<file path="src/design/masked_byte_pattern_scan_macros.svh">
// assertion macros shared by the scanner modules
// no dependencies; taken in by `include where checks are written
`ifndef MASKED_BYTE_PATTERN_SCAN_MACROS_SVH
`define MASKED_BYTE_PATTERN_SCAN_MACROS_SVH

// consequent must hold in the same cycle as the antecedent
`define MBPS_CHECK_NOW(lbl, clk_s, rst_s, ante, cons) \
    lbl: assert property (@(posedge clk_s) disable iff (!rst_s) (ante) |-> (cons)) \
        else $error("mbps check failed");

// consequent must hold in the cycle after the antecedent
`define MBPS_CHECK_NEXT(lbl, clk_s, rst_s, ante, cons) \
    lbl: assert property (@(posedge clk_s) disable iff (!rst_s) (ante) |=> (cons)) \
        else $error("mbps check failed");

`endif

</file>
<file path="src/design/mbps_pkg.sv">
// shared types and constants for the masked byte pattern scanner
// no dependencies
package mbps_pkg;

    localparam int CFG_INDEX_W = 3;
    localparam int ADDR_W      = 32;

    // configuration register indices
    typedef enum logic [CFG_INDEX_W-1:0] {
        REG_PATTERN_LOW    = 3'd0,
        REG_PATTERN_HIGH   = 3'd1,
        REG_CARE_MASK      = 3'd2,
        REG_PATTERN_LENGTH = 3'd3,
        REG_SCAN_BASE      = 3'd4,
        REG_MIN_START      = 3'd5
    } reg_index_t;

    // register values after reset (default signature)
    localparam logic [63:0]       RST_PATTERN_LOW    = 64'h0000_0005_DB10_768B;
    localparam logic [63:0]       RST_PATTERN_HIGH   = 64'h6AF8_45D9_F85D_D900;
    localparam logic [15:0]       RST_CARE_MASK      = 16'hFE1F;
    localparam logic [4:0]        RST_PATTERN_LENGTH = 5'd16;
    localparam logic [ADDR_W-1:0] RST_SCAN_BASE      = 32'h0040_0000;
    localparam logic [ADDR_W-1:0] RST_MIN_START      = 32'h0000_0000;

    // configuration register file contents
    typedef struct packed {
        logic [63:0]       pattern_low;
        logic [63:0]       pattern_high;
        logic [15:0]       care_mask;
        logic [4:0]        pattern_length;
        logic [ADDR_W-1:0] scan_base;
        logic [ADDR_W-1:0] min_start;
    } cfg_t;

    // per-byte status handed from the input stage to the compare stage
    typedef struct packed {
        logic              scan_first;
        logic              window_full;
        logic [ADDR_W-1:0] start_addr;
    } stage_t;

endpackage

</file>
<file path="src/design/mbps_cfg.sv">
// configuration register file for the masked byte pattern scanner
// depends on mbps_pkg
module mbps_cfg #(
    parameter int MAX_PATTERN_BYTES = 16,
    localparam int CNT_W = $clog2(MAX_PATTERN_BYTES + 1)
) (
    input  logic                              clk,
    input  logic                              rst_n,
    input  logic                              cfg_valid,
    output logic                              cfg_ready,
    input  logic [mbps_pkg::CFG_INDEX_W-1:0]  cfg_index,
    input  logic [63:0]                       cfg_data,
    output mbps_pkg::cfg_t                    cfg,
    output logic [CNT_W-1:0]                  eff_len
);

    mbps_pkg::cfg_t cfg_reg;

    assign cfg_ready = 1'b1;
    assign cfg       = cfg_reg;

    // register writes, unknown indices dropped
    always_ff @(posedge clk or negedge rst_n)
    begin
        if (!rst_n)
        begin
            cfg_reg.pattern_low    <= mbps_pkg::RST_PATTERN_LOW;
            cfg_reg.pattern_high   <= mbps_pkg::RST_PATTERN_HIGH;
            cfg_reg.care_mask      <= mbps_pkg::RST_CARE_MASK;
            cfg_reg.pattern_length <= mbps_pkg::RST_PATTERN_LENGTH;
            cfg_reg.scan_base      <= mbps_pkg::RST_SCAN_BASE;
            cfg_reg.min_start      <= mbps_pkg::RST_MIN_START;
        end
        else if (cfg_valid)
        begin
            unique case (mbps_pkg::reg_index_t'(cfg_index))
                mbps_pkg::REG_PATTERN_LOW:    cfg_reg.pattern_low    <= cfg_data;
                mbps_pkg::REG_PATTERN_HIGH:   cfg_reg.pattern_high   <= cfg_data;
                mbps_pkg::REG_CARE_MASK:      cfg_reg.care_mask      <= cfg_data[15:0];
                mbps_pkg::REG_PATTERN_LENGTH: cfg_reg.pattern_length <= cfg_data[4:0];
                mbps_pkg::REG_SCAN_BASE:
                    cfg_reg.scan_base <= cfg_data[mbps_pkg::ADDR_W-1:0];
                mbps_pkg::REG_MIN_START:
                    cfg_reg.min_start <= cfg_data[mbps_pkg::ADDR_W-1:0];
                default: ;
            endcase
        end
    end

    // length in use: zero acts as one, clamp to the window depth
    always_comb
    begin
        priority if (cfg_reg.pattern_length == 5'd0)
            eff_len = CNT_W'(1);
        else if (cfg_reg.pattern_length > 5'(MAX_PATTERN_BYTES))
            eff_len = CNT_W'(MAX_PATTERN_BYTES);
        else
            eff_len = cfg_reg.pattern_length[CNT_W-1:0];
    end

endmodule

</file>
<file path="src/design/mbps_window.sv">
// input stage: byte window shift line, byte count and address tracking
// depends on mbps_pkg and masked_byte_pattern_scan_macros.svh
`include "masked_byte_pattern_scan_macros.svh"

module mbps_window #(
    parameter int MAX_PATTERN_BYTES = 16,
    localparam int CNT_W = $clog2(MAX_PATTERN_BYTES + 1)
) (
    input  logic                                  clk,
    input  logic                                  rst_n,
    input  logic                                  take,
    input  logic [7:0]                            data_byte,
    input  logic                                  first_byte,
    input  logic [mbps_pkg::ADDR_W-1:0]           scan_base,
    input  logic [CNT_W-1:0]                      eff_len,
    output logic [MAX_PATTERN_BYTES-1:0][7:0]     window,
    output mbps_pkg::stage_t                      stage
);

    logic [MAX_PATTERN_BYTES-1:0][7:0] window_reg;
    logic [CNT_W-1:0]                  bytes_seen_reg;
    logic [CNT_W-1:0]                  bytes_seen_next;
    logic [mbps_pkg::ADDR_W-1:0]       cur_addr_reg;
    logic [mbps_pkg::ADDR_W-1:0]       byte_addr;
    mbps_pkg::stage_t                  stage_reg;

    assign window = window_reg;
    assign stage  = stage_reg;

    // count and address of the incoming byte
    always_comb
    begin
        if (first_byte)
        begin
            bytes_seen_next = CNT_W'(1);
            byte_addr       = scan_base;
        end
        else
        begin
            byte_addr = cur_addr_reg;
            if (bytes_seen_reg == CNT_W'(MAX_PATTERN_BYTES))
                bytes_seen_next = bytes_seen_reg;
            else
                bytes_seen_next = bytes_seen_reg + CNT_W'(1);
        end
    end

    // control state
    always_ff @(posedge clk or negedge rst_n)
    begin
        if (!rst_n)
        begin
            bytes_seen_reg <= '0;
            cur_addr_reg   <= '0;
        end
        else if (take)
        begin
            bytes_seen_reg <= bytes_seen_next;
            cur_addr_reg   <= byte_addr + 32'd1;
        end
    end

    // window shift and stage payload; entries beyond the count are never compared
    always_ff @(posedge clk)
    begin
        if (take)
        begin
            window_reg[0] <= data_byte;
            for (int i = 1; i < MAX_PATTERN_BYTES; i++)
                window_reg[i] <= window_reg[i-1];
            stage_reg.scan_first  <= first_byte;
            stage_reg.window_full <= (bytes_seen_next >= eff_len);
            stage_reg.start_addr  <= byte_addr - 32'(eff_len) + 32'd1;
        end
    end

    `MBPS_CHECK_NOW(a_count_sat, clk, rst_n, 1'b1, bytes_seen_reg <= CNT_W'(MAX_PATTERN_BYTES))
    `MBPS_CHECK_NEXT(a_first_count, clk, rst_n, take && first_byte, bytes_seen_reg == CNT_W'(1))

endmodule

</file>
<file path="src/design/mbps_match.sv">
// masked compare of the byte window against the signature
// depends on mbps_pkg
module mbps_match #(
    parameter int MAX_PATTERN_BYTES = 16,
    localparam int CNT_W = $clog2(MAX_PATTERN_BYTES + 1),
    localparam int IDX_W = $clog2(MAX_PATTERN_BYTES)
) (
    input  logic [MAX_PATTERN_BYTES-1:0][7:0] window,
    input  mbps_pkg::cfg_t                    cfg,
    input  logic [CNT_W-1:0]                  eff_len,
    output logic                              hit
);

    logic [MAX_PATTERN_BYTES-1:0] byte_ok;

    // one lane per signature byte; window[len-1-k] is aligned with byte k
    for (genvar k = 0; k < MAX_PATTERN_BYTES; k++)
    begin : g_lane
        logic [7:0]       sig;
        logic [CNT_W-1:0] pos;
        logic             in_use;

        if (k < 8)
        begin : g_low
            assign sig = cfg.pattern_low[8*k +: 8];
        end
        else
        begin : g_high
            assign sig = cfg.pattern_high[8*(k-8) +: 8];
        end

        assign in_use     = (CNT_W'(k) < eff_len);
        assign pos        = eff_len - CNT_W'(k) - CNT_W'(1);
        assign byte_ok[k] = !(in_use && cfg.care_mask[k]) ||
                            (window[pos[IDX_W-1:0]] == sig);
    end

    assign hit = &byte_ok;

endmodule

</file>
<file path="src/design/masked_byte_pattern_scan.sv">
// an accepted byte is registered into the window and stage, then its result into m_tvalid_reg
// throughput: one byte per cycle; input stalls only while a result waits untaken
// the rate is set by the window shift line feeding one masked compare, one byte a cycle
// reset: control state cleared, scan address 0, signature registers to the default pattern
// the window needs no clearing: only bytes of the current scan are ever compared
// depends on mbps_pkg, mbps_cfg, mbps_window, mbps_match and the macros header
`include "masked_byte_pattern_scan_macros.svh"

module masked_byte_pattern_scan #(
    parameter int MAX_PATTERN_BYTES = 16
) (
    input  logic                              clk,
    input  logic                              rst_n,
    // configuration write channel
    input  logic                              cfg_valid,
    output logic                              cfg_ready,
    input  logic [mbps_pkg::CFG_INDEX_W-1:0]  cfg_index,
    input  logic [63:0]                       cfg_data,
    // byte stream in
    input  logic                              s_tvalid,
    output logic                              s_tready,
    input  logic [7:0]                        s_tdata,   // [7:0] data_byte
    input  logic                              s_tuser,   // [0] first_byte
    // match result out
    output logic                              m_tvalid,
    input  logic                              m_tready,
    output logic [31:0]                       m_tdata    // [31:0] match_address
);

    localparam int CNT_W = $clog2(MAX_PATTERN_BYTES + 1);

    mbps_pkg::cfg_t                    cfg;
    mbps_pkg::stage_t                  stage;
    logic [CNT_W-1:0]                  eff_len;
    logic [MAX_PATTERN_BYTES-1:0][7:0] window;
    logic                              take;
    logic                              hit;
    logic                              s1_valid_reg;
    logic                              match_found_reg;
    logic                              found_eff;
    logic                              s1_emit;
    logic                              s1_move;
    logic                              m_tvalid_reg;
    logic [31:0]                       m_tdata_reg;

    mbps_cfg #(
        .MAX_PATTERN_BYTES (MAX_PATTERN_BYTES)
    ) u_cfg (
        .clk       (clk),
        .rst_n     (rst_n),
        .cfg_valid (cfg_valid),
        .cfg_ready (cfg_ready),
        .cfg_index (cfg_index),
        .cfg_data  (cfg_data),
        .cfg       (cfg),
        .eff_len   (eff_len)
    );

    mbps_window #(
        .MAX_PATTERN_BYTES (MAX_PATTERN_BYTES)
    ) u_window (
        .clk        (clk),
        .rst_n      (rst_n),
        .take       (take),
        .data_byte  (s_tdata),
        .first_byte (s_tuser),
        .scan_base  (cfg.scan_base),
        .eff_len    (eff_len),
        .window     (window),
        .stage      (stage)
    );

    mbps_match #(
        .MAX_PATTERN_BYTES (MAX_PATTERN_BYTES)
    ) u_match (
        .window  (window),
        .cfg     (cfg),
        .eff_len (eff_len),
        .hit     (hit)
    );

    // compare stage decision
    assign found_eff = stage.scan_first ? 1'b0 : match_found_reg;
    assign s1_emit   = s1_valid_reg && stage.window_full && !found_eff && hit &&
                       (stage.start_addr >= cfg.min_start);
    assign s1_move   = s1_valid_reg && (!s1_emit || !m_tvalid_reg || m_tready);
    assign s_tready  = !s1_valid_reg || s1_move;
    assign take      = s_tvalid && s_tready;

    assign m_tvalid = m_tvalid_reg;
    assign m_tdata  = m_tdata_reg;

    // stage valid, found flag and result valid
    always_ff @(posedge clk or negedge rst_n)
    begin
        if (!rst_n)
        begin
            s1_valid_reg    <= 1'b0;
            match_found_reg <= 1'b0;
            m_tvalid_reg    <= 1'b0;
        end
        else
        begin
            if (take)
                s1_valid_reg <= 1'b1;
            else if (s1_move)
                s1_valid_reg <= 1'b0;

            if (s1_move)
                match_found_reg <= found_eff || s1_emit;

            if (s1_move && s1_emit)
                m_tvalid_reg <= 1'b1;
            else if (m_tready)
                m_tvalid_reg <= 1'b0;
        end
    end

    // result payload
    always_ff @(posedge clk)
    begin
        if (s1_move && s1_emit)
            m_tdata_reg <= stage.start_addr;
    end

    `MBPS_CHECK_NEXT(a_found_after_emit, clk, rst_n, s1_move && s1_emit, match_found_reg && m_tvalid)
    `MBPS_CHECK_NOW(a_stall_cause, clk, rst_n, !s_tready, s1_valid_reg && m_tvalid_reg && !m_tready)
    `MBPS_CHECK_NOW(a_no_emit_found, clk, rst_n, s1_valid_reg && match_found_reg && !stage.scan_first, !s1_emit)

endmodule
</file>
<file path="config.mk">
export PLATFORM = sky130hd
export DESIGN_NAME = masked_byte_pattern_scan
export DESIGN_NICKNAME = d
export VERILOG_FILES = /design/src/design/mbps_pkg.sv /design/src/design/mbps_cfg.sv /design/src/design/mbps_window.sv /design/src/design/mbps_match.sv /design/src/design/masked_byte_pattern_scan.sv
export VERILOG_INCLUDE_DIRS = /design/src /design/src/design
export SDC_FILE = /design/constraint.sdc
export NUM_CORES = 1
export LEC_CHECK = 0
export BUFFER_PORTS_ARGS = -buffer_cell sky130_fd_sc_hd__buf_2
export CORE_UTILIZATION = 51
export CTS_BUF_LIST = sky130_fd_sc_hd__clkbuf_8
export DETAILED_ROUTE_END_ITERATION = 12
export PLACE_DENSITY = 0.68
export SETUP_SLACK_MARGIN = 0.05
export SLEW_MARGIN = 20
export SYNTH_ARGS = -nofsm -noshare
export SYNTH_HDL_FRONTEND = slang
export SYNTH_SLANG_ARGS = --single-unit
</file>
<file path="constraint.sdc">
create_clock -name clk -period 10.6 [get_ports clk]
set_input_delay 0.53 -clock clk [delete_from_list [all_inputs] [get_ports clk]]
set_output_delay 0.53 -clock clk [all_outputs]
set_load 0.02 [all_outputs]
</file>
# Word level (Yosys, flattened, before mapping)
# Cells that the tools add are included.
# word_totals
regBits	447
output_inout_bits	35
wordCells	238
# op_classes
add_sub_neg	34
order_cmp	35
eq_ne	22
muxes	42
n_reduce_logical	74
# op_table
cell	count
binary-select mux 8 bit (select 4 bit)	16
== test 8 bit	16
2-to-1 mux 8 bit	16
less-than comparator 4 x 5 -> 1 bit (second input constant)	16
adder 32 x 1 -> 32 bit (second input constant)	2
subtractor 4 x 1 -> 4 bit (second input constant)	16
less-than comparator 4 x 5 -> 1 bit (first input constant)	8
>= comparator 32 bit	1
2-to-1 mux 32 bit	1
subtractor 32 x 5 -> 32 bit	1
subtractor 4 bit (second input constant)	8
logical AND 1 bit	23
zero test 1 bit	20
logical OR 1 bit	20
less-than comparator 3 x 5 -> 1 bit (first input constant)	4
2-to-1 mux 5 bit	4
AND reduction 16 bit	1
subtractor 4 x 3 -> 4 bit (second input constant)	4
AND reduction 2 bit	6
less-than comparator 1 x 5 -> 1 bit (first input constant)	2
less-than comparator 2 x 5 -> 1 bit (first input constant)	2
subtractor 4 x 2 -> 4 bit (second input constant)	2
== test 3 x 2 -> 1 bit (second input constant)	2
== test 3 bit (second input constant)	2
9 further kinds	14

# Longest topological paths before layout
# logic_depth
depth_word	19
mapped_depth	22
depth_no_buf	20

# Hierarchy
# Synthesis repeated with hierarchy kept, for this count alone.
# unflattened
cells_unflattened	2282
area_unflattened_um2	30420.4
# modules_own_cells
mod	n_inst	cells_per_inst	area_per_inst_um2	seq_area_each_um2
mbps_match	1	916	10201.0	0.0
mbps_window	1	742	9784.4	5790.6
mbps_cfg	1	464	8526.9	5410.2
masked_byte_pattern_scan	1	160	1908.1	1036.0

# Worst setup path after synthesis
# Ideal clock, no wire load.
# synth_timing
path_type	register to register
from	reg u_cfg.cfg_reg, in the netlist u_cfg.cfg[68]
to	reg m_tdata_reg[0], in the netlist m_tdata[0], enable pin
t_arrival_ps	6431
required_ps	10179
path_slack_ps	3748
stages_incl_launch_ff	19
period_less_slack_ps	6852
cell_sequence	dfstp_2 nand2b_1 inv_1 clkbuf_1 buf_2 buf_1 ha_1 clkbuf_1 clkbuf_1 clkbuf_1 mux4_2 mux4_2 xor2_1 nor4_1 a221oi_1 or4_1 or3_1 or2_2 nor2_1
# synth_via
elab_chain_len	17
elab_cells_between_ends	154
classes_between	30 x add/sub; 17 x order compare; 16 x eq/ne; 34 x mux; 57 x reduce/logical
# synth_lines
element	line	source
from (decl)	mbps_cfg.sv:17	mbps_pkg::cfg_t cfg_reg;
> comparator 5 bit	mbps_cfg.sv:55	else if (cfg_reg.pattern_length > 5'(MAX_PATTERN_BYTES))
2-to-1 mux 5 bit	mbps_cfg.sv:55	
2-to-1 mux 5 bit *	mbps_cfg.sv:53	priority if (cfg_reg.pattern_length == 5'd0)
subtractor 4 x 1 -> 4 bit, or another cell as far along	mbps_match.sv:33	assign pos = eff_len - CNT_W'(k) - CNT_W'(1);
subtractor 4 x 1 -> 4 bit	mbps_match.sv:33	
binary-select mux 8 bit (select 4 bit)	mbps_match.sv:35	(window[pos[IDX_W-1:0]] == sig);
2-to-1 mux 8 bit (not written as such)	mbps_match.sv:35	
== test 8 bit	mbps_match.sv:35	
logical OR 1 bit	mbps_match.sv:34	assign byte_ok[k] = !(in_use && cfg.care_mask[k]) ||
AND reduction 16 bit *	mbps_match.sv:38	assign hit = &byte_ok;
logical AND 1 bit * (2 in series)	masked_byte_pattern_scan.sv:84	assign s1_emit = s1_valid_reg && stage.window_full && !found_eff && hit &&
zero test 1 bit	masked_byte_pattern_scan.sv:86	assign s1_move = s1_valid_reg && (!s1_emit || !m_tvalid_reg || m_tready);
logical OR 1 bit (2 in series)	masked_byte_pattern_scan.sv:86	
logical AND 1 bit	masked_byte_pattern_scan.sv:86	
logical AND 1 bit *	masked_byte_pattern_scan.sv:122	if (s1_move && s1_emit)
to (signal assigned)	masked_byte_pattern_scan.sv:123	m_tdata_reg <= stage.start_addr;
to (decl)	masked_byte_pattern_scan.sv:44	logic [31:0] m_tdata_reg;
# Every way passes the cells marked *; elsewhere a longest branch is shown, timed or not. The select of a mux whose other input is x is not followed.
# A chain may end at the register's enable or synchronous reset.

# Worst setup path in the final report
# layout_timing
from	reg u_cfg.cfg_reg, in the netlist u_cfg.cfg[68]
to	reg u_window.bytes_seen_reg[1]
# layout_via
elab_chain_len	18
elab_cells_between_ends	155
classes_between	30 x add/sub; 17 x order compare; 16 x eq/ne; 34 x mux; 58 x reduce/logical
# layout_lines
element	line	source
> comparator 5 bit	mbps_cfg.sv:55	
2-to-1 mux 5 bit	mbps_cfg.sv:55	
2-to-1 mux 5 bit *	mbps_cfg.sv:53	
subtractor 4 x 1 -> 4 bit, or another cell as far along	mbps_match.sv:33	
subtractor 4 x 1 -> 4 bit	mbps_match.sv:33	
binary-select mux 8 bit (select 4 bit)	mbps_match.sv:35	
2-to-1 mux 8 bit (not written as such)	mbps_match.sv:35	
== test 8 bit	mbps_match.sv:35	
logical OR 1 bit	mbps_match.sv:34	
AND reduction 16 bit *	mbps_match.sv:38	
logical AND 1 bit * (2 in series)	masked_byte_pattern_scan.sv:84	
zero test 1 bit *	masked_byte_pattern_scan.sv:86	
logical OR 1 bit * (2 in series)	masked_byte_pattern_scan.sv:86	
logical AND 1 bit *	masked_byte_pattern_scan.sv:86	
logical OR 1 bit *	masked_byte_pattern_scan.sv:87	assign s_tready = !s1_valid_reg || s1_move;
logical AND 1 bit *	masked_byte_pattern_scan.sv:88	assign take = s_tvalid && s_tready;
to (signal assigned)	mbps_window.sv:58	bytes_seen_reg <= bytes_seen_next;
to (decl)	mbps_window.sv:21	logic [CNT_W-1:0] bytes_seen_reg;
# Marks and branches as above.

==> impl_metrics.csv <==
group,metric,value,unit
final_layout,multiInputGateArea,14440,um2
placement,io_buffers,114,
timing,setup_ws,2805,ps
die,core_area,52970,um2
timing,slew_headroom,16.98,%
logic_synthesis,synth_top_area_share,21.17,%
timing,max_freq,128.3,MHz
final_layout,final_cell_mix,"mux2_2 (271), edfxtp_1 (194), dfrtp_1 (188)",
global_routing,antenna_found_initial,2,
cts,clock_path_buffers,3,
worst_hold_path,holdCritStartpoint,"s_tdata[6]",
critical_path,crit_path_frequent_cell,"buf_4",
global_routing,grt_use_total,30.98,%
status,status,"finished, final reports clean",
critical_path,r2r_slack,2800,ps
logic_synthesis,syn-num-nets,2362,
timing,hold-worst-slack,36.00,ps
placement,placed_cell_area,28890,um2
routing,viasPerCell,6.517,
critical_path,critPathCaptureType,"flip-flop",
placement,dp_slack,2397,ps
worst_hold_path,hold_path_end,"u_window.window[6]",
worst_hold_path,whs_path_depth,1,
logic_synthesis,synthCells,2177,
logic_synthesis,yosysWarnings,0,
logic_synthesis,syn_avg_cell_area,12.64,um2
pwr,p_total,7.936,mW
placement,dp_hpwl,61.73,mm
logic_synthesis,synth_area,27520,um2
timing,hold_violations,0,
critical_path,cpLargestDelayFamily,"buffers and inverters",
logic_synthesis,synth_area_leader_cell,"edfxtp_1",
routing,drtPass1Iterations,7,
final_layout,seq_area,12240,um2
timing,setup_viol,0,
cts,cts_tree,"built",
critical_path,max_stage_delay,1050,ps
global_routing,grt_max_degree,161,
critical_path,rr_startpoint,"u_cfg.cfg[68]",
routing,ant_nets,0,
timing,worst_pin_slew,1245,ps
critical_path,crit_type,"flip-flop to flip-flop",
die,start_util,51.95,%
critical_path,r2r_end,"u_window.bytes_seen_reg[1]",
routing,dr_total_vias,19980,
critical_path,crit_chain,"nand2b_2 -> buf_4 -> inv_1 -> ha_1 -> buf_4 -> mux4_2 -> mux4_2 -> xor2_1 -> nor4_1 -> a221oi_1 -> or4_1 -> or3_1 -> o31a_2 -> buf_4 -> buf_4 -> buf_16 -> mux2_2",
routing,totalWireLength,84.66,mm
timing,rsz0062_at_grt,"false",
worst_hold_path,hold_class,"primary input to flip-flop",
timing,clock_skew,45.92,ps
final_layout,largest_reg_flops,213,
critical_path,crit_path_start_kind,"flip-flop",
timing,post-route-period-util,73.54,%
die,die_area,54890,um2
logic_synthesis,ys_ff_latch,447,
final_layout,syn2layout_area_growth,11.53,%
critical_path,path_buf_inv,6,
routing,drc,0,
die,rows,84,
critical_path,cpMaxStageDelayCell,"dfstp_2",
logic_synthesis,synth.yosys.seq_area_share,44.47,%
job,max_cap_viol_count,0,
placement,gp_congestion,1.022,
cts,clk-insertion-delay-late,700,ps
cts,clkSlewWorstSetupHoldPaths,60,ps
timing,tns,0,ps
routing,drt_iter0_drc,2192,
timing,min_period,7795,ps
final_layout,layout_commonest_cell,"mux2_2",
final_layout,stdcell_area,30690,um2
pwr,p_leak,12.52,nW
timing,slew_viol_final,0,
logic_synthesis,synth_edf_count,194,
global_routing,grt_pass1_wl,125.0,mm
pwr,p_per_area,258.6,nW/um2
critical_path,arrival,8340,ps
cts,cts_root_buffer,"clkbuf_8",
die,ioPinCount,116,
cts,cts.sinks,447,
pwr,ir_worst_vdd,137.0,uV
logic_synthesis,synthFlopType,"edfxtp_1",
critical_path,r2r_cells,17,
final_layout,final_layout_size_suffix_gt1_share,32.51,%
critical_path,critPathMaxFanout,67,
cts,cts_buffers,78,
global_routing,grt_pass1_vias,19580,
critical_path,cp.required,11140,ps
cts,cts_max_level,3,
global_routing,gr-total-overflow,0,
final_layout,nets,2496,
die,die_h,234.3,um
die,die_w,234.3,um
final_layout,fillers,4317,
logic_synthesis,synth.distinct_cells,80,
logic_synthesis,async_reset_ff_share,56.60,%
routing,post_drt_wl_per_cell,27.62,um
logic_synthesis,ys_top_cells_by_area,"edfxtp_1 (21%), dfrtp_1 (17%), mux2_2 (11%), mux4_2 (9.1%), dfstp_2 (6.1%)",
cell type report:
cell class	instances	share of cell area (%)
multi-input combinational	1494	47.04
sequential	447	39.87
clock buffer	100	4.484
timing repair buffer	171	3.384
tap	688	2.805
inverter	119	1.464
clock inverter	44	0.9295
antenna	2	0.01631
cell usage after synthesis (25+ instances only):
| master | count |
|---|---|
| mux2i_1 | 126 |
| ha_1 | 103 |
| xnor2_1 | 109 |
| dfstp_2 | 64 |
| a222oi_1 | 36 |
| nand2b_1 | 36 |
| inv_1 | 117 |
| a221oi_1 | 51 |
| a21oi_1 | 74 |
| xor2_1 | 85 |
| o22ai_1 | 25 |
| o32ai_1 | 29 |
| clkbuf_1 | 76 |
| o21ai_0 | 56 |
| edfxtp_1 | 194 |
| nand2_1 | 62 |
| nor2_1 | 54 |
| a21o_1 | 33 |
| mux2_2 | 271 |
| dfrtp_1 | 189 |
| mux4_2 | 111 |
cells by family (layout without fill, tap and decap cells):
group	count (synthesis)	after routing	share of synthesized area (%)
buffers and inverters	236	434	3.496
adder cells (fa/ha/maj)	105	105	4.792
flip-flops	447	447	44.47
AO/OA/AOI/OAI	391	391	10.23
AND/OR/NAND/NOR	281	281	5.311
XOR/XNOR	194	194	6.174
multiplexers	522	522	25.52
other	1	3	0.01363
stage by stage:
| stage | std cells | utilization [%] |
|---|---|---|
| floorplan | 2177 | - |
| global placement | 2901 | 54.46 |
| detailed placement | 2908 | 54.53 |
| CTS | 3058 | 57.78 |
| global route | 3063 | 57.93 |
| finish | 3065 | 57.94 |
how the worst max path moves through the flow:
stage / startpoint / endpoint / slack (ps) / depth (start not counted)
after global routing: u_cfg.cfg[68] / u_window.bytes_seen_reg[1] / 2510 / 17
final: u_cfg.cfg[68] / u_window.bytes_seen_reg[1] / 2800 / 17
after global placement: u_cfg.cfg[68] / u_window.bytes_seen_reg[1] / 2680 / 15
after floorplan: u_cfg.cfg[68] / m_tdata[0] / 3750 / 18
after detailed placement: u_cfg.cfg[68] / u_window.bytes_seen_reg[2] / 2400 / 15
after CTS: u_cfg.cfg[68] / u_window.bytes_seen_reg[1] / 2410 / 15
where the power goes:
group / leakage, nW / total (mW) / switching (mW) / internal (mW)
combinational: 6.75 / 3.74 / 2.11 / 1.63
sequential: 4.82 / 2.54 / 0.287 / 2.26
clock: 0.948 / 1.65 / 0.730 / 0.925
per-layer routing:
| layer | track usage (%) | wire, um | share of wire, % | vias up |
|---|---|---|---|---|
| met5 | 0 | 0 | 0 | - |
| li1 | - | - | - | 8645 |
| met4 | 15.87 | 4408 | 5.2 | 0 |
| met3 | 6.420 | 6706 | 7.9 | 219 |
| met2 | 48.89 | 39500 | 47 | 999 |
| met1 | 40.36 | 34040 | 40 | 10110 |
what timing repair did:
action / CTS / global route
hold endpoints to repair: 86 / 0
buffers inserted: 0 / 0
hold buffers: 6 / 0
gates resized for setup: 0 / 0
(Power assumes the default switching activity.)
